--- config.mk ---
export PLATFORM = sky130hd
export DESIGN_NAME = padded_radix_number_formatter_flat
export DESIGN_NICKNAME = d
export VERILOG_FILES = /design/src/prnf_pkg.sv /design/src/prnf_in_if.sv /design/src/prnf_out_if.sv /design/src/prnf_front.sv /design/src/prnf_queue.sv /design/src/prnf_back.sv /design/src/padded_radix_number_formatter.sv /design/src/flat_wrapper.sv
export SDC_FILE = /design/constraint.sdc
export NUM_CORES = 2
export LEC_CHECK = 0
export BUFFER_PORTS_ARGS = -buffer_cell sky130_fd_sc_hd__buf_2
export CAP_MARGIN = 20
export CORE_MARGIN = 3
export CORE_UTILIZATION = 25
export CTS_BUF_LIST = sky130_fd_sc_hd__clkbuf_2 sky130_fd_sc_hd__clkbuf_4 sky130_fd_sc_hd__clkbuf_8
export DETAILED_ROUTE_END_ITERATION = 16
export PLACE_DENSITY = 0.48
export SLEW_MARGIN = 30
export SYNTH_ARGS = -nofsm -noshare
export SYNTH_HDL_FRONTEND = slang
export SYNTH_SLANG_ARGS = --single-unit
--- constraint.sdc ---
create_clock -name clk -period 78.6 [get_ports clk]
set_clock_uncertainty 0.1 [all_clocks]
set_input_delay 15.72 -clock clk [delete_from_list [all_inputs] [get_ports clk]]
set_output_delay 15.72 -clock clk [all_outputs]
set_load 0.1 [all_outputs]
--- src/prnf_pkg.sv ---
// Shared types, constants and character helpers for the padded radix number formatter.
package prnf_pkg;

  // Field widths of the channel words
  localparam int VALUE_W = 64;
  localparam int MODE_W  = 2;
  localparam int FIELD_W = 7;
  localparam int CHAR_W  = 8;

  // Digit buffer holds the longest digit string (binary of a 64-bit value)
  localparam int DIG_MAX    = 64;
  localparam int DIGIT_BITS = 4 * DIG_MAX;

  // Counters for positions, digit counts and field widths (8 bits, up to 255)
  localparam int CNT_W = 8;

  // Queue between front and back
  localparam int QUEUE_DEPTH = 2;
  localparam int QPTR_W      = $clog2(QUEUE_DEPTH);
  localparam int QCNT_W      = $clog2(QUEUE_DEPTH + 1);

  // Radix codes
  localparam logic [MODE_W-1:0] MODE_BIN = 2'd0;
  localparam logic [MODE_W-1:0] MODE_OCT = 2'd1;
  localparam logic [MODE_W-1:0] MODE_DEC = 2'd2;
  localparam logic [MODE_W-1:0] MODE_HEX = 2'd3;

  // ASCII codes
  localparam logic [CHAR_W-1:0] CHAR_ZERO    = 8'h30;
  localparam logic [CHAR_W-1:0] CHAR_UPPER_A = 8'h41;
  localparam logic [CHAR_W-1:0] CHAR_LOWER_A = 8'h61;
  localparam logic [CHAR_W-1:0] CHAR_MINUS   = 8'h2D;
  localparam logic [CHAR_W-1:0] CHAR_SPACE   = 8'h20;

  // What a run of output positions holds
  typedef enum logic [1:0] {
    CK_MINUS,
    CK_SPACE,
    CK_ZERO,
    CK_DIGIT
  } char_kind_t;

  typedef enum logic [1:0] {
    FR_IDLE,
    FR_DABBLE,
    FR_DIGITS,
    FR_PUSH
  } fr_state_t;

  typedef enum logic {
    BK_IDLE,
    BK_EMIT
  } bk_state_t;

  // One formatted number: digits most significant at the top, and three runs
  // of positions [0,b1), [b1,b2), [b2,total) with their kinds.
  typedef struct packed {
    logic [DIGIT_BITS-1:0] digits;
    logic                  upper;
    char_kind_t            kind0;
    char_kind_t            kind1;
    char_kind_t            kind2;
    logic [CNT_W-1:0]      b1;
    logic [CNT_W-1:0]      b2;
    logic [CNT_W-1:0]      total;
  } job_t;

  typedef struct packed {
    logic full;
    logic empty;
  } q_status_t;

  function automatic logic [CHAR_W-1:0] digit_char(input logic [3:0] d, input logic upper);
    logic [CHAR_W-1:0] base;
    base = upper ? CHAR_UPPER_A : CHAR_LOWER_A;
    if (d <= 4'd9) begin
      digit_char = CHAR_ZERO + CHAR_W'(d);
    end else begin
      digit_char = base + CHAR_W'(d) - 8'd10;
    end
  endfunction

endpackage

--- src/prnf_in_if.sv ---
// Input channel carrying one number and its formatting choices per word.
interface prnf_in_if;
  logic                               valid;
  logic                               ready;
  logic [prnf_pkg::VALUE_W-1:0]       value;
  logic [prnf_pkg::MODE_W-1:0]        mode;
  logic [prnf_pkg::FIELD_W-1:0]       width;
  logic                               left_align;
  logic                               zero_pad;
  logic                               upper_case;
  logic                               negative;

  modport source (
    output valid, value, mode, width, left_align, zero_pad, upper_case, negative,
    input  ready
  );
  modport sink (
    input  valid, value, mode, width, left_align, zero_pad, upper_case, negative,
    output ready
  );
endinterface

--- src/prnf_out_if.sv ---
// Output channel carrying one ASCII character per word.
interface prnf_out_if;
  logic                          valid;
  logic                          ready;
  logic [prnf_pkg::CHAR_W-1:0]   char_code;
  logic                          last;

  modport source (
    output valid, char_code, last,
    input  ready
  );
  modport sink (
    input  valid, char_code, last,
    output ready
  );
endinterface

--- src/prnf_front.sv ---
// Front end: accepts a number, converts it to a digit string and describes the field layout.
module prnf_front #(
  parameter int VALUE_BITS = 64,
  parameter int MAX_WIDTH  = 64
) (
  input  logic                 clk,
  input  logic                 rst,
  prnf_in_if.sink              number,
  output prnf_pkg::job_t       job,
  output logic                 job_valid,
  input  logic                 job_ready
);

  localparam int BCD_DIGITS = (VALUE_BITS * 30103) / 100000 + 1;
  localparam int BCD_W      = 4 * BCD_DIGITS;
  localparam int WORK_W     = (VALUE_BITS > BCD_W) ? VALUE_BITS : BCD_W;
  localparam int ITER_W     = $clog2(VALUE_BITS + 1);

  prnf_pkg::fr_state_t state, state_next;

  logic [prnf_pkg::MODE_W-1:0]     mode;
  logic [prnf_pkg::CNT_W-1:0]      want;
  logic                            left;
  logic                            zeros;
  logic                            upper;
  logic                            neg;
  logic [WORK_W-1:0]               work;
  logic [BCD_W-1:0]                bcd;
  logic [ITER_W-1:0]               iter;
  logic [prnf_pkg::CNT_W-1:0]      nd;
  logic [prnf_pkg::DIGIT_BITS-1:0] digbuf;

  logic [BCD_W-1:0]                bcd_adj;
  logic [BCD_W-1:0]                bcd_shift;
  logic                            last_iter;
  logic [WORK_W-1:0]               work_shift;
  logic [3:0]                      digit;
  logic                            digits_done;
  logic [prnf_pkg::CNT_W-1:0]      len;
  logic [prnf_pkg::CNT_W-1:0]      fw;
  logic [prnf_pkg::CNT_W-1:0]      pad;
  logic [prnf_pkg::CNT_W-1:0]      neg_cnt;

  // Double dabble: add three to every BCD digit of five or more, then shift
  always_comb begin
    for (int j = 0; j < BCD_DIGITS; j++) begin
      bcd_adj[4*j +: 4] = (bcd[4*j +: 4] >= 4'd5) ? bcd[4*j +: 4] + 4'd3 : bcd[4*j +: 4];
    end
  end
  assign bcd_shift = {bcd_adj[BCD_W-2:0], work[VALUE_BITS-1]};
  assign last_iter = (iter == ITER_W'(VALUE_BITS - 1));

  // Peel the least significant digit off the work word
  always_comb begin
    case (mode)
      prnf_pkg::MODE_BIN: begin
        digit      = {3'b000, work[0]};
        work_shift = work >> 1;
      end
      prnf_pkg::MODE_OCT: begin
        digit      = {1'b0, work[2:0]};
        work_shift = work >> 3;
      end
      default: begin
        digit      = work[3:0];
        work_shift = work >> 4;
      end
    endcase
  end
  assign digits_done = (work_shift == '0);

  // Field layout
  assign neg_cnt = prnf_pkg::CNT_W'(neg);
  assign len     = nd + neg_cnt;
  assign fw      = (want > len) ? want : len;
  assign pad     = fw - len;

  always_comb begin
    job.digits = digbuf;
    job.upper  = upper;
    job.total  = (fw > prnf_pkg::CNT_W'(MAX_WIDTH)) ? prnf_pkg::CNT_W'(MAX_WIDTH) : fw;
    if (left) begin
      job.kind0 = prnf_pkg::CK_MINUS;
      job.kind1 = prnf_pkg::CK_DIGIT;
      job.kind2 = prnf_pkg::CK_SPACE;
      job.b1    = neg_cnt;
      job.b2    = len;
    end else if (zeros) begin
      job.kind0 = prnf_pkg::CK_MINUS;
      job.kind1 = prnf_pkg::CK_ZERO;
      job.kind2 = prnf_pkg::CK_DIGIT;
      job.b1    = neg_cnt;
      job.b2    = neg_cnt + pad;
    end else begin
      job.kind0 = prnf_pkg::CK_SPACE;
      job.kind1 = prnf_pkg::CK_MINUS;
      job.kind2 = prnf_pkg::CK_DIGIT;
      job.b1    = pad;
      job.b2    = neg_cnt + pad;
    end
  end

  // Next state
  always_comb begin
    state_next = state;
    case (state)
      prnf_pkg::FR_IDLE: begin
        if (number.valid) begin
          state_next = (number.mode == prnf_pkg::MODE_DEC) ? prnf_pkg::FR_DABBLE
                                                          : prnf_pkg::FR_DIGITS;
        end
      end
      prnf_pkg::FR_DABBLE: begin
        if (last_iter) state_next = prnf_pkg::FR_DIGITS;
      end
      prnf_pkg::FR_DIGITS: begin
        if (digits_done) state_next = prnf_pkg::FR_PUSH;
      end
      prnf_pkg::FR_PUSH: begin
        if (job_ready) state_next = prnf_pkg::FR_IDLE;
      end
      default: state_next = prnf_pkg::FR_IDLE;
    endcase
  end

  // Outputs
  always_comb begin
    number.ready = (state == prnf_pkg::FR_IDLE);
    job_valid    = (state == prnf_pkg::FR_PUSH);
  end

  always_ff @(posedge clk) begin
    if (rst) begin
      state <= prnf_pkg::FR_IDLE;
    end else begin
      state <= state_next;
    end
  end

  always_ff @(posedge clk) begin
    case (state)
      prnf_pkg::FR_IDLE: begin
        if (number.valid) begin
          mode  <= number.mode;
          want  <= prnf_pkg::CNT_W'(number.width);
          left  <= number.left_align;
          zeros <= number.zero_pad;
          upper <= number.upper_case;
          neg   <= number.negative && (number.mode != prnf_pkg::MODE_BIN);
          work  <= WORK_W'(number.value[VALUE_BITS-1:0]);
          bcd   <= '0;
          iter  <= '0;
          nd    <= '0;
        end
      end
      prnf_pkg::FR_DABBLE: begin
        bcd  <= bcd_shift;
        iter <= iter + 1'b1;
        if (last_iter) begin
          work <= WORK_W'(bcd_shift);
        end else begin
          work <= {work[WORK_W-2:0], 1'b0};
        end
      end
      prnf_pkg::FR_DIGITS: begin
        work   <= work_shift;
        digbuf <= {digit, digbuf[prnf_pkg::DIGIT_BITS-1:4]};
        nd     <= nd + 1'b1;
      end
      default: ;
    endcase
  end

endmodule

--- src/prnf_queue.sv ---
// Short job queue between the front and back ends.
module prnf_queue (
  input  logic                 clk,
  input  logic                 rst,
  input  prnf_pkg::job_t       in_job,
  input  logic                 in_valid,
  output logic                 in_ready,
  output prnf_pkg::job_t       out_job,
  output logic                 out_valid,
  input  logic                 out_ready,
  output prnf_pkg::q_status_t  status
);

  prnf_pkg::job_t                entries [prnf_pkg::QUEUE_DEPTH];
  logic [prnf_pkg::QPTR_W-1:0]   wr_ptr;
  logic [prnf_pkg::QPTR_W-1:0]   rd_ptr;
  logic [prnf_pkg::QCNT_W-1:0]   count;
  logic                          push;
  logic                          pop;

  assign status.full  = (count == prnf_pkg::QCNT_W'(prnf_pkg::QUEUE_DEPTH));
  assign status.empty = (count == '0);
  assign in_ready     = !status.full;
  assign out_valid    = !status.empty;
  assign out_job      = entries[rd_ptr];
  assign push         = in_valid && in_ready;
  assign pop          = out_valid && out_ready;

  always_ff @(posedge clk) begin
    if (rst) begin
      wr_ptr <= '0;
      rd_ptr <= '0;
      count  <= '0;
    end else begin
      if (push) begin
        wr_ptr <= (wr_ptr == prnf_pkg::QPTR_W'(prnf_pkg::QUEUE_DEPTH - 1)) ? '0 : wr_ptr + 1'b1;
      end
      if (pop) begin
        rd_ptr <= (rd_ptr == prnf_pkg::QPTR_W'(prnf_pkg::QUEUE_DEPTH - 1)) ? '0 : rd_ptr + 1'b1;
      end
      if (push && !pop) begin
        count <= count + 1'b1;
      end else if (pop && !push) begin
        count <= count - 1'b1;
      end
    end
  end

  always_ff @(posedge clk) begin
    if (push) begin
      entries[wr_ptr] <= in_job;
    end
  end

endmodule

--- src/prnf_back.sv ---
// Back end: walks the field of one job and sends one character per word.
module prnf_back (
  input  logic                 clk,
  input  logic                 rst,
  input  prnf_pkg::job_t       job,
  input  logic                 job_valid,
  output logic                 job_ready,
  prnf_out_if.source           chars
);

  prnf_pkg::bk_state_t state, state_next;

  prnf_pkg::job_t                cur;
  logic [prnf_pkg::CNT_W-1:0]    pos;
  logic                          o_valid;
  logic [prnf_pkg::CHAR_W-1:0]   o_char;
  logic                          o_last;

  logic                          step;
  logic                          is_last;
  prnf_pkg::char_kind_t          kind;
  logic [prnf_pkg::CHAR_W-1:0]   ch;

  assign is_last = (pos + 1'b1 == cur.total);

  always_comb begin
    if (pos < cur.b1) begin
      kind = cur.kind0;
    end else if (pos < cur.b2) begin
      kind = cur.kind1;
    end else begin
      kind = cur.kind2;
    end
  end

  always_comb begin
    case (kind)
      prnf_pkg::CK_MINUS: ch = prnf_pkg::CHAR_MINUS;
      prnf_pkg::CK_ZERO:  ch = prnf_pkg::CHAR_ZERO;
      prnf_pkg::CK_DIGIT: ch = prnf_pkg::digit_char(
                                 cur.digits[prnf_pkg::DIGIT_BITS-1 -: 4], cur.upper);
      default:            ch = prnf_pkg::CHAR_SPACE;
    endcase
  end

  // Next state
  always_comb begin
    state_next = state;
    case (state)
      prnf_pkg::BK_IDLE: begin
        if (job_valid) state_next = prnf_pkg::BK_EMIT;
      end
      prnf_pkg::BK_EMIT: begin
        if (step && is_last) state_next = prnf_pkg::BK_IDLE;
      end
      default: state_next = prnf_pkg::BK_IDLE;
    endcase
  end

  // Outputs
  always_comb begin
    job_ready = (state == prnf_pkg::BK_IDLE);
    step      = (state == prnf_pkg::BK_EMIT) && (!o_valid || chars.ready);
  end

  assign chars.valid     = o_valid;
  assign chars.char_code = o_char;
  assign chars.last      = o_last;

  always_ff @(posedge clk) begin
    if (rst) begin
      state   <= prnf_pkg::BK_IDLE;
      o_valid <= 1'b0;
    end else begin
      state <= state_next;
      if (step) begin
        o_valid <= 1'b1;
      end else if (chars.ready) begin
        o_valid <= 1'b0;
      end
    end
  end

  always_ff @(posedge clk) begin
    if (state == prnf_pkg::BK_IDLE && job_valid) begin
      cur <= job;
      pos <= '0;
    end else if (step) begin
      pos <= pos + 1'b1;
      if (kind == prnf_pkg::CK_DIGIT) begin
        cur.digits <= {cur.digits[prnf_pkg::DIGIT_BITS-5:0], 4'b0000};
      end
    end
    if (step) begin
      o_char <= ch;
      o_last <= is_last;
    end
  end

endmodule

--- src/padded_radix_number_formatter.sv ---
// Top level of the padded radix number formatter: front end, job queue, back end.
// Flow: a number's first character leaves once the front end has built its digits, the
//   job has passed the queue and the back end has loaded it; for decimal the front end
//   first runs the shift-and-add-three BCD loop. The back end sends one character per
//   cycle while the receiver is ready and loads each job between numbers, so the slower
//   of the two sets the rate.
// Reset: synchronous; clears both state machines, the queue and the output valid flag.
module padded_radix_number_formatter #(
  parameter int MAX_WIDTH  = 64,
  parameter int VALUE_BITS = 64
) (
  input  logic        clk,
  input  logic        rst,
  prnf_in_if.sink     number,
  prnf_out_if.source  chars
);

  // Front to queue
  prnf_pkg::job_t      f_job;
  logic                f_valid;
  logic                f_ready;

  // Queue to back
  prnf_pkg::job_t      q_job;
  logic                q_valid;
  logic                q_ready;
  prnf_pkg::q_status_t q_stat;

  // Accept a word, build its digit string and field layout
  prnf_front #(
    .VALUE_BITS (VALUE_BITS),
    .MAX_WIDTH  (MAX_WIDTH)
  ) u_front (
    .clk       (clk),
    .rst       (rst),
    .number    (number),
    .job       (f_job),
    .job_valid (f_valid),
    .job_ready (f_ready)
  );

  // Hold finished jobs so the front can start the next number while characters drain
  prnf_queue u_queue (
    .clk       (clk),
    .rst       (rst),
    .in_job    (f_job),
    .in_valid  (f_valid),
    .in_ready  (f_ready),
    .out_job   (q_job),
    .out_valid (q_valid),
    .out_ready (q_ready),
    .status    (q_stat)
  );

  // Walk each job's field and send its characters, leftmost first
  prnf_back u_back (
    .clk       (clk),
    .rst       (rst),
    .job       (q_job),
    .job_valid (q_valid),
    .job_ready (q_ready),
    .chars     (chars)
  );

  // The front end works on one number at a time: it drops ready after taking a word
  a_front_busy: assert property (@(posedge clk) disable iff (rst)
    (number.valid && number.ready) |=> !number.ready)
    else $error("front end took a word while busy");

  // Queue count stays consistent
  a_queue_status: assert property (@(posedge clk) disable iff (rst)
    !(q_stat.full && q_stat.empty))
    else $error("queue full and empty at once");

  // A pushed job is held at least until the next cycle
  a_queue_push: assert property (@(posedge clk) disable iff (rst)
    (f_valid && f_ready) |=> !q_stat.empty)
    else $error("pushed job lost from queue");

endmodule
--- src/flat_wrapper.sv ---
// flat-port wrapper written by rule: the top's interface ports become plain ports
module padded_radix_number_formatter_flat 
#(
  parameter int MAX_WIDTH  = 64,
  parameter int VALUE_BITS = 64
)
  (clk, rst, number_valid, number_value, number_mode, number_width, number_left_align, number_zero_pad, number_upper_case, number_negative, number_ready, chars_valid, chars_char_code, chars_last, chars_ready);
  prnf_in_if number_i ();
  prnf_out_if chars_i ();
  input  logic clk;
  input  logic rst;
  input wire logic [$bits(number_i.valid)-1:0] number_valid;
  input wire logic [$bits(number_i.value)-1:0] number_value;
  input wire logic [$bits(number_i.mode)-1:0] number_mode;
  input wire logic [$bits(number_i.width)-1:0] number_width;
  input wire logic [$bits(number_i.left_align)-1:0] number_left_align;
  input wire logic [$bits(number_i.zero_pad)-1:0] number_zero_pad;
  input wire logic [$bits(number_i.upper_case)-1:0] number_upper_case;
  input wire logic [$bits(number_i.negative)-1:0] number_negative;
  output wire logic [$bits(number_i.ready)-1:0] number_ready;
  output wire logic [$bits(chars_i.valid)-1:0] chars_valid;
  output wire logic [$bits(chars_i.char_code)-1:0] chars_char_code;
  output wire logic [$bits(chars_i.last)-1:0] chars_last;
  input wire logic [$bits(chars_i.ready)-1:0] chars_ready;
  assign number_i.valid = number_valid;
  assign number_i.value = number_value;
  assign number_i.mode = number_mode;
  assign number_i.width = number_width;
  assign number_i.left_align = number_left_align;
  assign number_i.zero_pad = number_zero_pad;
  assign number_i.upper_case = number_upper_case;
  assign number_i.negative = number_negative;
  assign number_ready = number_i.ready;
  assign chars_valid = chars_i.valid;
  assign chars_char_code = chars_i.char_code;
  assign chars_last = chars_i.last;
  assign chars_i.ready = chars_ready;
  padded_radix_number_formatter #(.MAX_WIDTH(MAX_WIDTH), .VALUE_BITS(VALUE_BITS)) u_core (.clk(clk), .rst(rst), .number(number_i), .chars(chars_i));
endmodule
==> flow_summary_export.csv <==
group,metric,value,unit
critical_path,worstReg2RegEnd,"u_core.u_queue.entries[0][14]",
sta,setup_violations,0,
power,power_frac_comb,27.4,%
power,p_seq_share,48.4,%
layout,stdcell_count,6771,
sta,whs,0.3482,ns
layout,layout_common_cells,"1307 x edfxtp_1, 464 x nand2_1, 358 x o21ai_0",
global_route,grt-ovfl-total,0,
power,p_total,0.002422,W
synthesis,synth_top_area_share,73.61,%
global_route,grt_pass1_vias,29613,
floorplan,die_h,467.8,um
power,peakVddDrop,0.03089,mV
drt,firstDrtPassIters,5,
global_route,track_usage,9.606,%
critical_path,startpoint_type,"flop",
power,swShare,34.44,%
synthesis,synth_enable_flop_cells,1307,
sta,tns,0,ns
worst_hold_path,worstHoldStart,"u_core.u_front.digbuf[0]",
layout,fin_nets,3942,
placed_design,place_congestion,0.8288,
drt,wl,106.4,mm
run,maxCapViolations,0,
power,p_switching,0.0008341,W
clocking,cts_resized,0,
synthesis,async_flop_share,0,%
sta,finalCritPeriodShare,23.08,%
floorplan,ios,92,
global_route,grt_pass1_wl,169.1,mm
clocking,cts.hold.buffers_added,0,
layout,syn2layout_area_growth,15.20,%
global_route,grt_max_degree,204,
drt,vias,29153,
floorplan,dieArea,218800,um2
synthesis,yosysWarningCount,0,
power,power_density,39.44,nW/um2
floorplan,die_w,467.8,um
power,p_int,0.001588,W
placed_design,place_inst,6359,
critical_path,criticalPathCategory,"reg2out",
drt,drc,0,
sta,rsz0062_at_grt,"false",
layout,final_common_cell,"edfxtp_1",
worst_hold_path,whs_path_depth,0,
floorplan,rows,168,
clocking,post_cts_buffers,0,
critical_path,reg2reg_depth,21,
sta,hold_viol,0,
synthesis,synth.area.top_cells,"edfxtp_1 74%, mux2i_1 6.4%, o21ai_0 3.4%",
synthesis,synth_cell_types,62,
sta,worst_pin_slew,0.9900,ns
drt,vias_per_cell,4.306,
layout,final_util,29.13,%
clocking,htree_num_levels,4,
run_status,status,"completed",
critical_path,r2r_slack,72.66,ns
drt,drtIter0Drc,2168,
floorplan,initial_core_util,25.29,%
synthesis,synth_ff_type,"edfxtp_1",
power,leakagePower,19.87,nW
synthesis,synth_area,53320,um2
critical_path,crit_required,62.78,ns
sta,maxSlewHeadroom,34.00,%
power,p_clk_share,24.2,%
placed_design,dp_hpwl,58.89,mm
worst_hold_path,hold_class,"reg2reg",
clocking,clk_latency,0.93,ns
synthesis,avgSynthCellArea,14.80,um2
clocking,cts_buffers,220,
drt,wl_per_cell,15.71,um
global_route,antenna_found_initial,2,
clocking,cts_tree,"built",
clocking,clk_pin_slew,0.07,ns
synthesis,synth_top_area_cell,"edfxtp_1",
clocking,clockRootBuffer,"clkbuf_8",
synthesis,seq_area_frac_synth,74.25,%
critical_path,worst_r2r_startpoint,"u_core.u_front.neg",
layout,layout-drive-gt1-share,13.17,%
drt,ant_nets,0,
clocking,cts_sinks,1324,
sta,fmax,55.13,MHz
synthesis,synth-seq-cells,1324,
synthesis,synth_cells,3602,
sta,maxSlewViolCount,0,
clocking,clockBufferDepth,3,
placed_design,port_buffers,90,
floorplan,core-area,210800,um2
critical_path,crit_fanout,5,
worst_hold_path,hold_end,"u_core.u_queue.entries[1][30]",
critical_path,endpoint_kind,"output port",
sta,layout_min_cycle_time,18.14,ns
critical_path,arrival,2.32,ns
[power by group through the flow]
| stage | registers [W] | logic, W | clock network (W) |
|---|---|---|---|
| 4_1_cts | 0.00117 | 0.000674 | 0.000614 |
| 2_1_floorplan | 0.00122 | 0.000481 | 0 |
| 6_report | 0.00117 | 0.000664 | 0.000587 |
| 5_1_grt | 0.00119 | 0.000754 | 0.000646 |
| 3_5_place_dp | 0.00118 | 0.000672 | 0 |
| 3_3_place_gp | 0.00118 | 0.000660 | 0 |
[state kept, by name, indices dropped and copies added, names as in the netlist, 2 cells and up, named ones only]
| signal | cells |
|---|---|
| u_core.u_queue.count | 2 |
| u_core.u_back.chars.char_code | 7 |
| u_core.u_front.nd | 8 |
| u_core.u_front.state | 2 |
| u_core.u_front.mode | 2 |
| u_core.u_back.pos | 8 |
| u_core.u_back.cur | 285 |
| u_core.u_front.iter | 7 |
| u_core.u_front.bcd | 80 |
| u_core.u_front.digbuf | 256 |
| u_core.u_front.work | 80 |
| u_core.u_queue.entries | 570 |
| u_core.u_front.want | 7 |
[synth_stat cells, types with 5 or more instances]
cell type / n
a21oi_1: 78
o31ai_1: 9
nor3_1: 34
and3_1: 5
inv_1: 76
nor3b_1: 5
a31oi_1: 64
buf_2: 10
nand3_1: 16
o21ai_0: 360
nor4_1: 18
xnor2_1: 44
mux2_2: 33
edfxtp_1: 1307
or3_1: 6
xor2_1: 40
nand4_1: 9
buf_4: 5
mux2i_1: 340
nand2b_1: 32
dfxtp_1: 17
a21o_1: 13
nor2b_1: 8
a211oi_1: 5
o21ai_1: 5
a21boi_0: 19
ha_1: 81
o22ai_1: 79
and2_1: 6
nor2_1: 205
clkbuf_1: 140
nand2_1: 464
buf_1: 16
[worst max-delay path by stage]
stage	from	to	slack, ns	cells past startpoint
2_1_floorplan	chars_ready	u_core.u_back.cur[100]	42.70	3
3_3_place_gp	chars_ready	u_core.u_back.cur[175]	59.98	6
3_5_place_dp	chars_ready	u_core.u_back.cur[143]	59.91	6
4_1_cts	u_core.u_front.state[0]	number_ready	60.33	3
5_1_grt	u_core.u_front.state[0]	number_ready	60.30	3
6_report	u_core.u_front.state[0]	number_ready	60.46	3
[area by class of cell]
cell class	instances	area, um2
well taps	2805	3510
clock buffers	268	3395
clock inverters	138	865.8
fillers	21147	149400
diodes	3	7.507
repair buffers	129	943.4
inverters	81	304.0
multi-input cells	2023	12800
flip-flops and latches	1324	39590
[metrics by stage]
step | instance area, um2 | setup slack [ns]
6_report | 61420 | 60.46
5_1_grt | 61420 | 60.30
4_1_cts | 61320 | 60.33
3_5_place_dp | 57050 | 59.91
3_3_place_gp | 56960 | 59.98
2_1_floorplan | 53320 | 42.70
[cells by family after synthesis]
family	after synthesis	synth area share, %
multiplexers	374	7.106
buffers and inverters	257	1.927
flip-flops	1324	74.25
adder cells (fa/ha/maj)	82	1.938
AO/OA/AOI/OAI	655	6.918
XOR/XNOR	84	1.380
other	1	0.007033
AND/OR/NAND/NOR	825	6.475
[routing by layer]
metal	track usage [%]	wire, um	vias to the layer above	share of wire [%]
li1	-	-	13901	-
met1	13.14	50900	14296	48
met2	14.58	46320	747	44
met3	2.351	6030	209	5.7
met4	3.841	3100	0	2.9
met5	0	0	-	0
[worst max-delay path: stages (launching register included)]
cell	delay (ns)
dfxtp_1	0.35
inv_1	0.21
ha_1	0.33
buf_2	0.52
No activity file was read; power rests on OpenSTA's default activity.
